===== src/rtl/core/block_peak_rms_meter_macros.svh =====
// ----------------------------------------------------------------------------
// Assertion macros for the peak/RMS meter
// Shared concurrent assertion forms, all synchronous to the block clock and
// disabled while reset is high.
// ----------------------------------------------------------------------------
`ifndef BLOCK_PEAK_RMS_METER_MACROS_SVH
`define BLOCK_PEAK_RMS_METER_MACROS_SVH

// Same-cycle implication
`define BPRM_ASSERT_IMPL(label, clk, rst, ante, cons, msg) \
   label: assert property (@(posedge clk) disable iff (rst) (ante) |-> (cons)) \
      else $error(msg);

// Next-cycle implication
`define BPRM_ASSERT_NEXT(label, clk, rst, ante, cons, msg) \
   label: assert property (@(posedge clk) disable iff (rst) (ante) |=> (cons)) \
      else $error(msg);

`endif


===== src/rtl/core/bprm_pkg.sv =====
// ----------------------------------------------------------------------------
// bprm_pkg
// Widths and shared types of the block peak/RMS meter.
// ----------------------------------------------------------------------------
`default_nettype none

package bprm_pkg;

   localparam int SAMPLE_W   = 16;  // signed Q1.15 sample
   localparam int MAG_W      = 16;  // magnitude 0..32768
   localparam int SQ_W       = 31;  // square of a magnitude, up to 2^30
   localparam int ROOT_W     = 16;  // root of a value below 2^32
   localparam int RAD_W      = 32;  // radicand, mean padded to an even width
   localparam int SQ_REM_W   = 19;  // partial remainder of the root search

   // Status from the divide/root engine back to the top sequencer
   typedef struct packed {
      logic busy;
      logic done;
   } bprm_iter_status_type;

endpackage

`default_nettype wire


===== src/rtl/core/bprm_ifs.sv =====
// ----------------------------------------------------------------------------
// bprm_ifs
// Valid/ready channels of the meter: sample requests and level responses.
// ----------------------------------------------------------------------------
`default_nettype none

interface bprm_req_if import bprm_pkg::*; ();
   logic                       valid;
   logic                       ready;
   logic signed [SAMPLE_W-1:0] sample;
   logic                       last_in_block;

   modport source (output valid, output sample, output last_in_block, input ready);
   modport sink   (input valid, input sample, input last_in_block, output ready);
endinterface

interface bprm_rsp_if import bprm_pkg::*; ();
   logic              valid;
   logic              ready;
   logic [MAG_W-1:0]  peak_level;
   logic [ROOT_W-1:0] rms_level;
   logic              overflow;

   modport source (output valid, output peak_level, output rms_level, output overflow,
                   input ready);
   modport sink   (input valid, input peak_level, input rms_level, input overflow,
                   output ready);
endinterface

`default_nettype wire


===== src/rtl/core/bprm_sub_unit.sv =====
// ----------------------------------------------------------------------------
// bprm_sub_unit
// Shared compare-and-subtract unit used by both the divider and the root search.
// ----------------------------------------------------------------------------
`default_nettype none

module bprm_sub_unit #(
   parameter int W = 19
) (
   input  wire logic [W-1:0] op_a,
   input  wire logic [W-1:0] op_b,
   output logic              ge,
   output logic [W-1:0]      diff
);

   logic [W:0] wide;

   // One borrow chain gives both the difference and the compare
   assign wide = {1'b0, op_a} - {1'b0, op_b};
   assign diff = wide[W-1:0];
   assign ge   = ~wide[W];

endmodule

`default_nettype wire


===== src/rtl/core/bprm_div_sqrt.sv =====
// ----------------------------------------------------------------------------
// bprm_div_sqrt
// Iterative mean and root: restoring division sum/count, one quotient bit per
// cycle, then a digit-by-digit square root, one root bit per cycle, both on a
// single shared compare-subtract unit.
// ----------------------------------------------------------------------------
`default_nettype none

module bprm_div_sqrt import bprm_pkg::*; #(
   parameter int SUM_W = 43,
   parameter int CNT_W = 13
) (
   input  wire logic              clock,
   input  wire logic              reset,
   input  wire logic              start,
   input  wire logic [SUM_W-1:0]  sum,
   input  wire logic [CNT_W-1:0]  count,
   output bprm_iter_status_type   status,
   output logic [ROOT_W-1:0]      root
);

   localparam int WK_W   = (SUM_W > RAD_W) ? SUM_W : RAD_W;
   localparam int UW     = (CNT_W + 1 > SQ_REM_W) ? CNT_W + 1 : SQ_REM_W;
   localparam int STEP_W = $clog2(WK_W);

   localparam logic [1:0] I_IDLE = 2'd0;
   localparam logic [1:0] I_DIV  = 2'd1;
   localparam logic [1:0] I_SQRT = 2'd2;

   logic [1:0]        state_ff, state_in;
   logic [STEP_W-1:0] step_ff, step_in;
   logic [WK_W-1:0]   work_ff, work_in;     // dividend/quotient, then radicand
   logic [CNT_W-1:0]  divisor_ff, divisor_in;
   logic [UW-1:0]     rem_ff, rem_in;
   logic [ROOT_W-1:0] root_ff, root_in;
   logic              done_ff, done_in;

   logic [UW-1:0]     op_a, op_b, diff;
   logic              ge;

   // Operand select for the shared unit
   always_comb begin
      if (state_ff == I_SQRT) begin
         op_a = {rem_ff[UW-3:0], work_ff[RAD_W-1 -: 2]};
         op_b = UW'({root_ff, 2'b01});
      end else begin
         op_a = {rem_ff[UW-2:0], work_ff[WK_W-1]};
         op_b = UW'(divisor_ff);
      end
   end

   bprm_sub_unit #(.W(UW)) u_sub (
      .op_a (op_a),
      .op_b (op_b),
      .ge   (ge),
      .diff (diff)
   );

   // Sequencer: divide over WK_W steps, then root over ROOT_W steps
   always_comb begin
      state_in   = state_ff;
      step_in    = step_ff;
      work_in    = work_ff;
      divisor_in = divisor_ff;
      rem_in     = rem_ff;
      root_in    = root_ff;
      done_in    = 1'b0;
      unique case (state_ff)
         I_IDLE: begin
            if (start) begin
               work_in    = WK_W'(sum);
               divisor_in = count;
               rem_in     = '0;
               step_in    = STEP_W'(WK_W - 1);
               state_in   = I_DIV;
            end
         end
         I_DIV: begin
            rem_in  = ge ? diff : op_a;
            work_in = {work_ff[WK_W-2:0], ge};
            step_in = step_ff - STEP_W'(1);
            if (step_ff == '0) begin
               // quotient stays below 2^31, so the low RAD_W bits are the radicand
               rem_in   = '0;
               root_in  = '0;
               step_in  = STEP_W'(ROOT_W - 1);
               state_in = I_SQRT;
            end
         end
         I_SQRT: begin
            rem_in  = ge ? diff : op_a;
            root_in = {root_ff[ROOT_W-2:0], ge};
            work_in = {work_ff[WK_W-3:0], 2'b00};
            step_in = step_ff - STEP_W'(1);
            if (step_ff == '0) begin
               done_in  = 1'b1;
               state_in = I_IDLE;
            end
         end
         default: state_in = I_IDLE;
      endcase
   end

   always_ff @(posedge clock) begin
      if (reset) begin
         state_ff <= I_IDLE;
         done_ff  <= 1'b0;
      end else begin
         state_ff <= state_in;
         done_ff  <= done_in;
      end
      step_ff    <= step_in;
      work_ff    <= work_in;
      divisor_ff <= divisor_in;
      rem_ff     <= rem_in;
      root_ff    <= root_in;
   end

   assign status.busy = (state_ff != I_IDLE);
   assign status.done = done_ff;
   assign root        = root_ff;

endmodule

`default_nettype wire


===== src/rtl/core/block_peak_rms_meter.sv =====
// Each sample passes the transfer, square and accumulate steps; the ready goes low meanwhile.
// Block end: after the last sample's transfer the divider takes the sum one bit per cycle,
//   over WK_W = max(31 + clog2(MAX_BLOCK_SAMPLES), 32) bits, followed by the 16-step root
//   search on one subtractor; the result loads once the output register is empty or read.
// A finished result waits in the output register while the next block is taken in.
// Reset (synchronous, active high) clears the sequencer, accumulators and output valid.
// ----------------------------------------------------------------------------
// block_peak_rms_meter
// Per-block peak magnitude and RMS of Q1.15 samples, with saturating length
// accounting and an overflow flag.
// ----------------------------------------------------------------------------
`default_nettype none

`include "block_peak_rms_meter_macros.svh"

module block_peak_rms_meter import bprm_pkg::*; #(
   parameter int MAX_BLOCK_SAMPLES = 4096
) (
   input  wire logic clock,
   input  wire logic reset,
   bprm_req_if.sink  req_chan,
   bprm_rsp_if.source rsp_chan
);

   localparam int CNT_W = $clog2(MAX_BLOCK_SAMPLES + 1);
   localparam int SUM_W = SQ_W + $clog2(MAX_BLOCK_SAMPLES);

   localparam logic [2:0] S_IDLE   = 3'd0;
   localparam logic [2:0] S_SQUARE = 3'd1;
   localparam logic [2:0] S_ADD    = 3'd2;
   localparam logic [2:0] S_WAIT   = 3'd3;
   localparam logic [2:0] S_OUT    = 3'd4;

   logic [2:0]         state_ff, state_in;
   logic [MAG_W-1:0]   mag_ff, mag_in;
   logic               last_ff, last_in;
   logic [SQ_W-1:0]    square_ff, square_in;
   logic [MAG_W-1:0]   peak_ff, peak_in;
   logic [SUM_W-1:0]   sum_ff, sum_in;
   logic [CNT_W-1:0]   count_ff, count_in;
   logic               ovf_ff, ovf_in;
   logic [MAG_W-1:0]   hold_peak_ff, hold_peak_in;
   logic               hold_ovf_ff, hold_ovf_in;
   logic               rsp_valid_ff, rsp_valid_in;
   logic [MAG_W-1:0]   out_peak_ff, out_peak_in;
   logic [ROOT_W-1:0]  out_rms_ff, out_rms_in;
   logic               out_ovf_ff, out_ovf_in;

   logic [MAG_W-1:0]   raw;
   logic [2*MAG_W-1:0] product;
   logic [SUM_W-1:0]   sum_next;
   logic [CNT_W-1:0]   count_next;
   logic               ovf_next;
   logic               accept;
   logic               load;
   logic               iter_start;
   logic [ROOT_W-1:0]  root;
   bprm_iter_status_type iter_status;

   assign accept = req_chan.valid & req_chan.ready;
   assign load   = (state_ff == S_OUT) & (~rsp_valid_ff | rsp_chan.ready);

   // Magnitude of the sample; the most negative code maps to 32768
   assign raw     = req_chan.sample;
   assign product = mag_ff * mag_ff;

   // Saturating accumulation: beyond the limit only the overflow flag moves
   always_comb begin
      if (count_ff < CNT_W'(MAX_BLOCK_SAMPLES)) begin
         sum_next   = sum_ff + SUM_W'(square_ff);
         count_next = count_ff + CNT_W'(1);
         ovf_next   = ovf_ff;
      end else begin
         sum_next   = sum_ff;
         count_next = count_ff;
         ovf_next   = 1'b1;
      end
   end

   // Top sequencer
   always_comb begin
      state_in     = state_ff;
      mag_in       = mag_ff;
      last_in      = last_ff;
      square_in    = square_ff;
      peak_in      = peak_ff;
      sum_in       = sum_ff;
      count_in     = count_ff;
      ovf_in       = ovf_ff;
      hold_peak_in = hold_peak_ff;
      hold_ovf_in  = hold_ovf_ff;
      iter_start   = 1'b0;
      unique case (state_ff)
         S_IDLE: begin
            if (accept) begin
               mag_in   = raw[MAG_W-1] ? (~raw + MAG_W'(1)) : raw;
               last_in  = req_chan.last_in_block;
               state_in = S_SQUARE;
            end
         end
         S_SQUARE: begin
            square_in = product[SQ_W-1:0];
            if (mag_ff > peak_ff) begin
               peak_in = mag_ff;
            end
            state_in = S_ADD;
         end
         S_ADD: begin
            sum_in   = sum_next;
            count_in = count_next;
            ovf_in   = ovf_next;
            state_in = S_IDLE;
            if (last_ff) begin
               // hand the totals to the engine and start the next block clean
               iter_start   = 1'b1;
               hold_peak_in = peak_ff;
               hold_ovf_in  = ovf_next;
               peak_in      = '0;
               sum_in       = '0;
               count_in     = '0;
               ovf_in       = 1'b0;
               state_in     = S_WAIT;
            end
         end
         S_WAIT: begin
            if (iter_status.done) begin
               state_in = S_OUT;
            end
         end
         S_OUT: begin
            if (load) begin
               state_in = S_IDLE;
            end
         end
         default: state_in = S_IDLE;
      endcase
   end

   bprm_div_sqrt #(
      .SUM_W (SUM_W),
      .CNT_W (CNT_W)
   ) u_div_sqrt (
      .clock  (clock),
      .reset  (reset),
      .start  (iter_start),
      .sum    (sum_next),
      .count  (count_next),
      .status (iter_status),
      .root   (root)
   );

   // Output register
   always_comb begin
      out_peak_in = out_peak_ff;
      out_rms_in  = out_rms_ff;
      out_ovf_in  = out_ovf_ff;
      if (load) begin
         rsp_valid_in = 1'b1;
         out_peak_in  = hold_peak_ff;
         out_rms_in   = root;
         out_ovf_in   = hold_ovf_ff;
      end else if (rsp_chan.ready) begin
         rsp_valid_in = 1'b0;
      end else begin
         rsp_valid_in = rsp_valid_ff;
      end
   end

   always_ff @(posedge clock) begin
      if (reset) begin
         state_ff     <= S_IDLE;
         peak_ff      <= '0;
         sum_ff       <= '0;
         count_ff     <= '0;
         ovf_ff       <= 1'b0;
         rsp_valid_ff <= 1'b0;
      end else begin
         state_ff     <= state_in;
         peak_ff      <= peak_in;
         sum_ff       <= sum_in;
         count_ff     <= count_in;
         ovf_ff       <= ovf_in;
         rsp_valid_ff <= rsp_valid_in;
      end
      mag_ff       <= mag_in;
      last_ff      <= last_in;
      square_ff    <= square_in;
      hold_peak_ff <= hold_peak_in;
      hold_ovf_ff  <= hold_ovf_in;
      out_peak_ff  <= out_peak_in;
      out_rms_ff   <= out_rms_in;
      out_ovf_ff   <= out_ovf_in;
   end

   assign req_chan.ready      = (state_ff == S_IDLE);
   assign rsp_chan.valid      = rsp_valid_ff;
   assign rsp_chan.peak_level = out_peak_ff;
   assign rsp_chan.rms_level  = out_rms_ff;
   assign rsp_chan.overflow   = out_ovf_ff;

   // Checks
   `BPRM_ASSERT_NEXT(a_last_starts_engine, clock, reset, (state_ff == S_ADD) && last_ff, iter_status.busy, "engine not started at block end")
   `BPRM_ASSERT_IMPL(a_done_only_waiting, clock, reset, iter_status.done, state_ff == S_WAIT, "engine finished outside the wait state")
   `BPRM_ASSERT_IMPL(a_count_in_range, clock, reset, 1'b1, count_ff <= CNT_W'(MAX_BLOCK_SAMPLES), "sample count above limit")
   `BPRM_ASSERT_IMPL(a_result_from_load, clock, reset, $rose(rsp_valid_ff), $past(state_ff) == S_OUT, "response raised without a load")

endmodule

`default_nettype wire

===== src/flat_wrapper.sv =====
// flat-port wrapper written by rule: the top's interface ports become plain ports
module block_peak_rms_meter_flat import bprm_pkg::*;
#(
   parameter int MAX_BLOCK_SAMPLES = 4096
)
  (clock, reset, req_chan_valid, req_chan_sample, req_chan_last_in_block, req_chan_ready, rsp_chan_valid, rsp_chan_peak_level, rsp_chan_rms_level, rsp_chan_overflow, rsp_chan_ready);
  bprm_req_if req_chan_i ();
  bprm_rsp_if rsp_chan_i ();
  input  wire logic clock;
  input  wire logic reset;
  input wire logic [$bits(req_chan_i.valid)-1:0] req_chan_valid;
  input wire logic [$bits(req_chan_i.sample)-1:0] req_chan_sample;
  input wire logic [$bits(req_chan_i.last_in_block)-1:0] req_chan_last_in_block;
  output wire logic [$bits(req_chan_i.ready)-1:0] req_chan_ready;
  output wire logic [$bits(rsp_chan_i.valid)-1:0] rsp_chan_valid;
  output wire logic [$bits(rsp_chan_i.peak_level)-1:0] rsp_chan_peak_level;
  output wire logic [$bits(rsp_chan_i.rms_level)-1:0] rsp_chan_rms_level;
  output wire logic [$bits(rsp_chan_i.overflow)-1:0] rsp_chan_overflow;
  input wire logic [$bits(rsp_chan_i.ready)-1:0] rsp_chan_ready;
  assign req_chan_i.valid = req_chan_valid;
  assign req_chan_i.sample = req_chan_sample;
  assign req_chan_i.last_in_block = req_chan_last_in_block;
  assign req_chan_ready = req_chan_i.ready;
  assign rsp_chan_valid = rsp_chan_i.valid;
  assign rsp_chan_peak_level = rsp_chan_i.peak_level;
  assign rsp_chan_rms_level = rsp_chan_i.rms_level;
  assign rsp_chan_overflow = rsp_chan_i.overflow;
  assign rsp_chan_i.ready = rsp_chan_ready;
  block_peak_rms_meter #(.MAX_BLOCK_SAMPLES(MAX_BLOCK_SAMPLES)) u_core (.clock(clock), .reset(reset), .req_chan(req_chan_i), .rsp_chan(rsp_chan_i));
endmodule

===== config.mk =====
export PLATFORM = sky130hd
export DESIGN_NAME = block_peak_rms_meter_flat
export DESIGN_NICKNAME = d
export VERILOG_FILES = /design/src/rtl/core/bprm_pkg.sv /design/src/rtl/core/bprm_ifs.sv /design/src/rtl/core/bprm_sub_unit.sv /design/src/rtl/core/bprm_div_sqrt.sv /design/src/rtl/core/block_peak_rms_meter.sv /design/src/flat_wrapper.sv
export VERILOG_INCLUDE_DIRS = /design/src /design/src/rtl/core
export SDC_FILE = /design/constraint.sdc
export NUM_CORES = 1
export LEC_CHECK = 0
export BUFFER_PORTS_ARGS = -buffer_cell sky130_fd_sc_hd__buf_2
export CAP_MARGIN = 20
export CORE_UTILIZATION = 30
export CTS_CLUSTER_DIAMETER = 120
export DETAILED_ROUTE_END_ITERATION = 6
export GPL_ROUTABILITY_DRIVEN = 0
export PLACE_DENSITY = 0.44
export SLEW_MARGIN = 20
export SYNTH_ARGS = -nofsm -noshare
export SYNTH_HDL_FRONTEND = slang
export SYNTH_SLANG_ARGS = --single-unit

===== constraint.sdc =====
create_clock -name clock -period 9.3 [get_ports clock]
set_clock_uncertainty 0.2 [all_clocks]
set_input_delay 1.395 -clock clock [delete_from_list [all_inputs] [get_ports clock]]
set_output_delay 1.395 -clock clock [all_outputs]
set_load 0.005 [all_outputs]

; ---- Word level (Yosys, flattened, before mapping)
; Index checks and enable logic that the tools add are counted.
; Widths: inputs -> output; s select.
[op_classes]
magnitude_cmp = 2
bitwise_logic = 7
reduce_logical = 16
eq_ne = 14
add_sub_neg = 5
mul = 1
n_mux = 37
[ops]
columns = cell, n
row1 = $mux 43, 3
row2 = $pmux 43 s3, 1
row3 = $mux 18, 4
row4 = $pmux 16 s2, 2
row5 = $pmux 18 s3, 1
row6 = $mux 16, 3
row7 = $add 43x31->43, 1
row8 = $mul 16x16->31, 1
row9 = $mux 13, 2
row10 = $sub 19x18->20, 1
row11 = $mux 19, 1
row12 = $pmux 6 s3, 1
row13 = $add 16x1->16 const B, 1
row14 = $gt 16x16->1, 1
row15 = $not 16->16, 1
row16 = $mux 15, 1
row17 = $pmux 3 s5, 1
row18 = $add 13x1->13 const B, 1
row19 = $lt 13x13->1 const B, 1
row20 = $mux 6, 2
row21 = $ne 2x1->1 const B, 5
row22 = $reduce_and 2->1, 5
row23 = $mux 3, 3
row24 = $reduce_and 3->1, 3
row25 = other kinds (19), 36
[totals]
regBits = 274
out_inout_bits = 35
in_bits = 21
wordCells = 104

; ---- Longest topological paths before layout
[logic_depth]
word_depth = 6
mapped_depth = 25
mapped_depth_nobuf = 24

; ---- By module
; From an unflattened synthesis, not the netlist that was laid out.
[unflattened]
cells_unflattened = 2315
area_unflattened_um2 = 22022.4
[modules_own_cells]
columns = module, instances, seq_area_each_um2, area_per_inst_um2, cells_per_inst
row1 = block_peak_rms_meter, 1, 4454.3, 16126.7, 1744
row2 = bprm_div_sqrt, 1, 2942.8, 4845.9, 420
row3 = bprm_sub_unit, 1, 0.0, 1049.8, 151

; ---- Worst setup path before layout
; Ideal clock, no wire load.
[synth_path]
path_type = flip-flop to flip-flop
from = reg u_core.mag_ff[4]
to = reg u_core.square_ff[30], data pin
arrival_ns = 6.128
t_required_ns = 8.840
path_buffers = 2
synth_period_minus_slack_ns = 6.588
stages_incl_launch_ff = 23
setup_time_ns = 0.260
path_slack_ns = 2.712
cell_sequence = edfxtp_1 -> clkbuf_1 -> clkbuf_1 -> nand2_1 -> fa_1 -> inv_1 -> fa_1 -> fa_1 -> fa_1 -> fa_1 -> inv_1 -> fa_1 -> inv_1 -> ha_1 -> and3_1 -> and4_1 -> nand3_1 -> nand4b_1 -> a31o_2 -> a21o_1 -> or2_2 -> o22ai_1 -> xnor2_1
[synth_between]
elab_chain_cells = 1
[synth_lines]
columns = item, line
row1 = from (decl), block_peak_rms_meter.sv:35  ; logic [MAG_W-1:0] mag_ff, mag_in;
row2 = from (signal assigned), block_peak_rms_meter.sv:185  ; mag_ff <= mag_in;
row3 = $mul 16x16->31, block_peak_rms_meter.sv:65  ; assign product = mag_ff * mag_ff;
row4 = via u_core.product[30], block_peak_rms_meter.sv:50  ; logic [2*MAG_W-1:0] product;
row5 = to (signal assigned), block_peak_rms_meter.sv:187  ; square_ff <= square_in;
row6 = to (decl), block_peak_rms_meter.sv:37  ; logic [SQ_W-1:0] square_ff, square_in;
; The timed path passes the listed nets, and every way through them passes these cells.
; A chain may end at the register's enable or synchronous reset.

; ---- Worst setup path in the final report
[layout_path]
from = reg u_core.mag_ff[1]
to = reg u_core.square_ff[29], data pin
; Same word-level chain as after synthesis.

==> results.yml <==
outcome:
  outcome: "finished, final reports clean"
floorplanning:
  fp-row-count: 97
  dieArea_um2: 72860
  die_width_um: 269.9
  ios: 56
  start_util_pct: 30.54
  coreArea_um2: 70510
  die_y_um: 269.9
min_path:
  hp-start: "u_core.hold_peak_ff[6]"
  hold_depth: 0
  min_to: "u_core.rsp_chan.peak_level[6]"
  min_path_type: "register to register"
final_layout:
  drive_above_1_share_pct: 8.367
  final_common_cell: "inv_1"
  mostFrequentLayoutCells: "inv_1 (299), edfxtp_1 (193), nand2_1 (176)"
  syn2layout_area_growth_pct: 11.27
  diodes: 0
  multi_input_area_um2: 12720
  fillers: 7120
  nets: 2539
  post-route-util_pct: 33.98
  seq_area_um2: 7398
global_routing:
  use_met2_pct: 26.07
  grt.total_usage_pct: 15.29
  globalRouteMet1Util_pct: 20.14
  grt_start_max_net_pins: 64
  grt_pass1_vias: 16060
  grt_pass1_wl_um: 89110
  antenna_found_initial: 0
  grt_use_met3_pct: 2.258
  busiest_layer: "met2"
  grt-ovfl-total: 0
logic_synthesis:
  synth-compound-area-share_pct: 14.61
  synthesis.area_um2: 21540
  synthCells: 2163
  synthMuxAreaShare_pct: 2.138
  synth_edf_count: 193
  ys_ff_latch: 273
  syn-num-nets: 2517
  synth-adder-area-share_pct: 25.03
  async_flop_share_pct: 0
  synthSimpleGateAreaFrac_pct: 12.44
  ys_types: 90
  ys.flop_type: "edfxtp_1"
  ys_seq_area_share_pct: 34.35
  ys_warn_count: 0
  synth-xor-area-share_pct: 4.671
  synth.avg_cell_area_um2: 9.956
  synth_top_family_by_area: "adder cells"
setup_path:
  crit_required_ns: 9.40
  start_kind: "register"
  r2r_end: "u_core.square_ff[29]"
  worstReg2RegStart: "u_core.mag_ff[1]"
  critPathArrivalTime_ns: 7.36
  r2r_setup_slack_ns: 2.04
  end_kind: "register"
  cp_max_fo: 22
  r2r_cells: 23
  crit_type: "register to register"
job:
  cap_violations: 0
sta:
  rsz0062_at_grt: "false"
  fmax_mhz: 137.7
  slew_violations: 0
  finalSetupViolCount: 0
  slew_headroom_pct: 36.82
  report.final.hold_viol_count: 0
  period_needed_ns: 7.260
  tns_ns: 0
  worstMarginPinSlew_ns: 0.9477
  final.period_utilization_pct: 78.07
detailed_routing:
  vias_per_cell: 4.860
  drt-initial-drc-count: 783
  avgRoutedWirePerCell_um: 17.58
  first_pass_iters: 5
  vias: 15320
  drt_wl_total_um: 55410
  drc: 0
  ant_nets: 0
clocking:
  path_clk_slew_ns: 0.06
  holdBufCountCts: 0
  cts_sinks: 273
  post_cts_buffers: 0
  ctsHtreeMaxLevel: 2
  clk_path_buf_depth: 3
  cts.repair.resized: 0
  root_buffer: "clkbuf_16"
  cts_tree: "done"
  clock_latency_ns: 0.55
  cts_buffers: 34
place:
  dp_hpwl_um: 41840
  io_buffers: 55
==> synth_stat cells, types with 20 or more instances <==
| library cell | count | area [um^2] |
|---|---|---|
| inv_1 | 299 | 1122 |
| edfxtp_1 | 193 | 5796 |
| nand2_1 | 176 | 660.6 |
| ha_1 | 170 | 2127 |
| fa_1 | 163 | 3263 |
| nor2_1 | 131 | 491.7 |
| a21oi_1 | 123 | 615.6 |
| dfxtp_1 | 80 | 1602 |
| xnor2_1 | 80 | 700.7 |
| o21ai_0 | 74 | 370.4 |
| clkbuf_1 | 71 | 266.5 |
| and2_1 | 66 | 412.9 |
| nand3_1 | 50 | 250.2 |
| a22oi_1 | 42 | 315.3 |
| a221oi_1 | 34 | 297.8 |
| a21o_1 | 33 | 247.7 |
| xor2_1 | 33 | 289.0 |
| o31ai_1 | 27 | 202.7 |
| nor2b_1 | 23 | 143.9 |
| mux2i_1 | 22 | 220.2 |
| mux2_2 | 20 | 225.2 |
==> per-layer routing <==
metal,routed length [um],part of all wire (%),vias up
li1,-,-,7488
met1,25980,47,7555
met2,26480,48,212
met3,1748,3.2,60
met4,1196,2.2,0
met5,0,0,-
==> how the worst max path moves through the flow <==
stage / from / to / slack (ns) / cells after the start
after floorplan: u_core.mag_ff[4] / u_core.square_ff[30] / 2.71 / 22
after global placement: u_core.mag_ff[1] / u_core.square_ff[29] / 2.11 / 23
after detailed placement: u_core.mag_ff[1] / u_core.square_ff[29] / 2.09 / 23
after CTS: u_core.mag_ff[1] / u_core.square_ff[29] / 2.11 / 23
after global routing: u_core.mag_ff[1] / u_core.square_ff[29] / 1.72 / 23
final: u_core.mag_ff[1] / u_core.square_ff[29] / 2.04 / 23
==> worst max-delay path, stage by stage, from the launching register on <==
cell and delay (ns):
edfxtp_1 0.75, and2_1 0.37, fa_1 0.54, inv_1 0.05, fa_1 0.47, inv_1 0.05
fa_1 0.50, inv_1 0.05, fa_1 0.47, inv_1 0.05, fa_1 0.53, inv_1 0.06
fa_1 0.53, inv_1 0.04, ha_1 0.34, inv_1 0.09, o21bai_1 0.09, a2111oi_0 0.78
a211oi_1 0.22, o41a_1 0.44, nand3_1 0.09, nand2_1 0.05, a21oi_1 0.17, xnor2_1 0.08
==> registers in the layout, summed over array words and instances (netlist names), 2 cells and up <==
| register | flops |
|---|---|
| u_core.u_div_sqrt.root | 16 |
| u_core.peak_ff | 16 |
| u_core.mag_ff | 16 |
| u_core.state_ff | 3 |
| u_core.rsp_chan.peak_level | 16 |
| u_core.rsp_chan.rms_level | 16 |
| u_core.sum_ff | 43 |
| u_core.u_div_sqrt.work_ff | 43 |
| u_core.hold_peak_ff | 16 |
| u_core.u_div_sqrt.rem_ff | 18 |
| u_core.count_ff | 13 |
| u_core.u_div_sqrt.divisor_ff | 13 |
| u_core.u_div_sqrt.step_ff | 6 |
| u_core.u_div_sqrt.state_ff | 2 |
| u_core.square_ff | 30 |
==> cell type report <==
| type | instances | share of cell area, % |
|---|---|---|
| Multi-Input combinational cell | 1504 | 53.07 |
| Inverter | 300 | 4.699 |
| Tap cell | 940 | 4.908 |
| Clock inverter | 12 | 0.5378 |
| Timing Repair Buffer | 72 | 1.765 |
| Sequential cell | 273 | 30.88 |
| Clock buffer | 50 | 4.141 |
==> stage by stage <==
stage	cell area (um^2)	setup slack [ns]	cells	hold WS, ns
after global routing	23960	1.723	3151	0.2159
final	23960	2.040	3151	0.2155
after detailed placement	22810	2.090	3088	0.2045
after global placement	22810	2.113	3088	0.2060
after floorplan	21540	2.712	2163	0.2003
after CTS	23930	2.112	3150	0.2148
==> cells by family after synthesis <==
group | count (synthesis)
buf+inv | 386
simple gates | 555
fa+ha+maj | 333
xor+xnor | 114
flops | 273
mux | 43
compound gates | 459
Power is left out: the tool's default activity adds up to more than one toggle a clock period on the data nets, which glitch-free logic cannot reach.
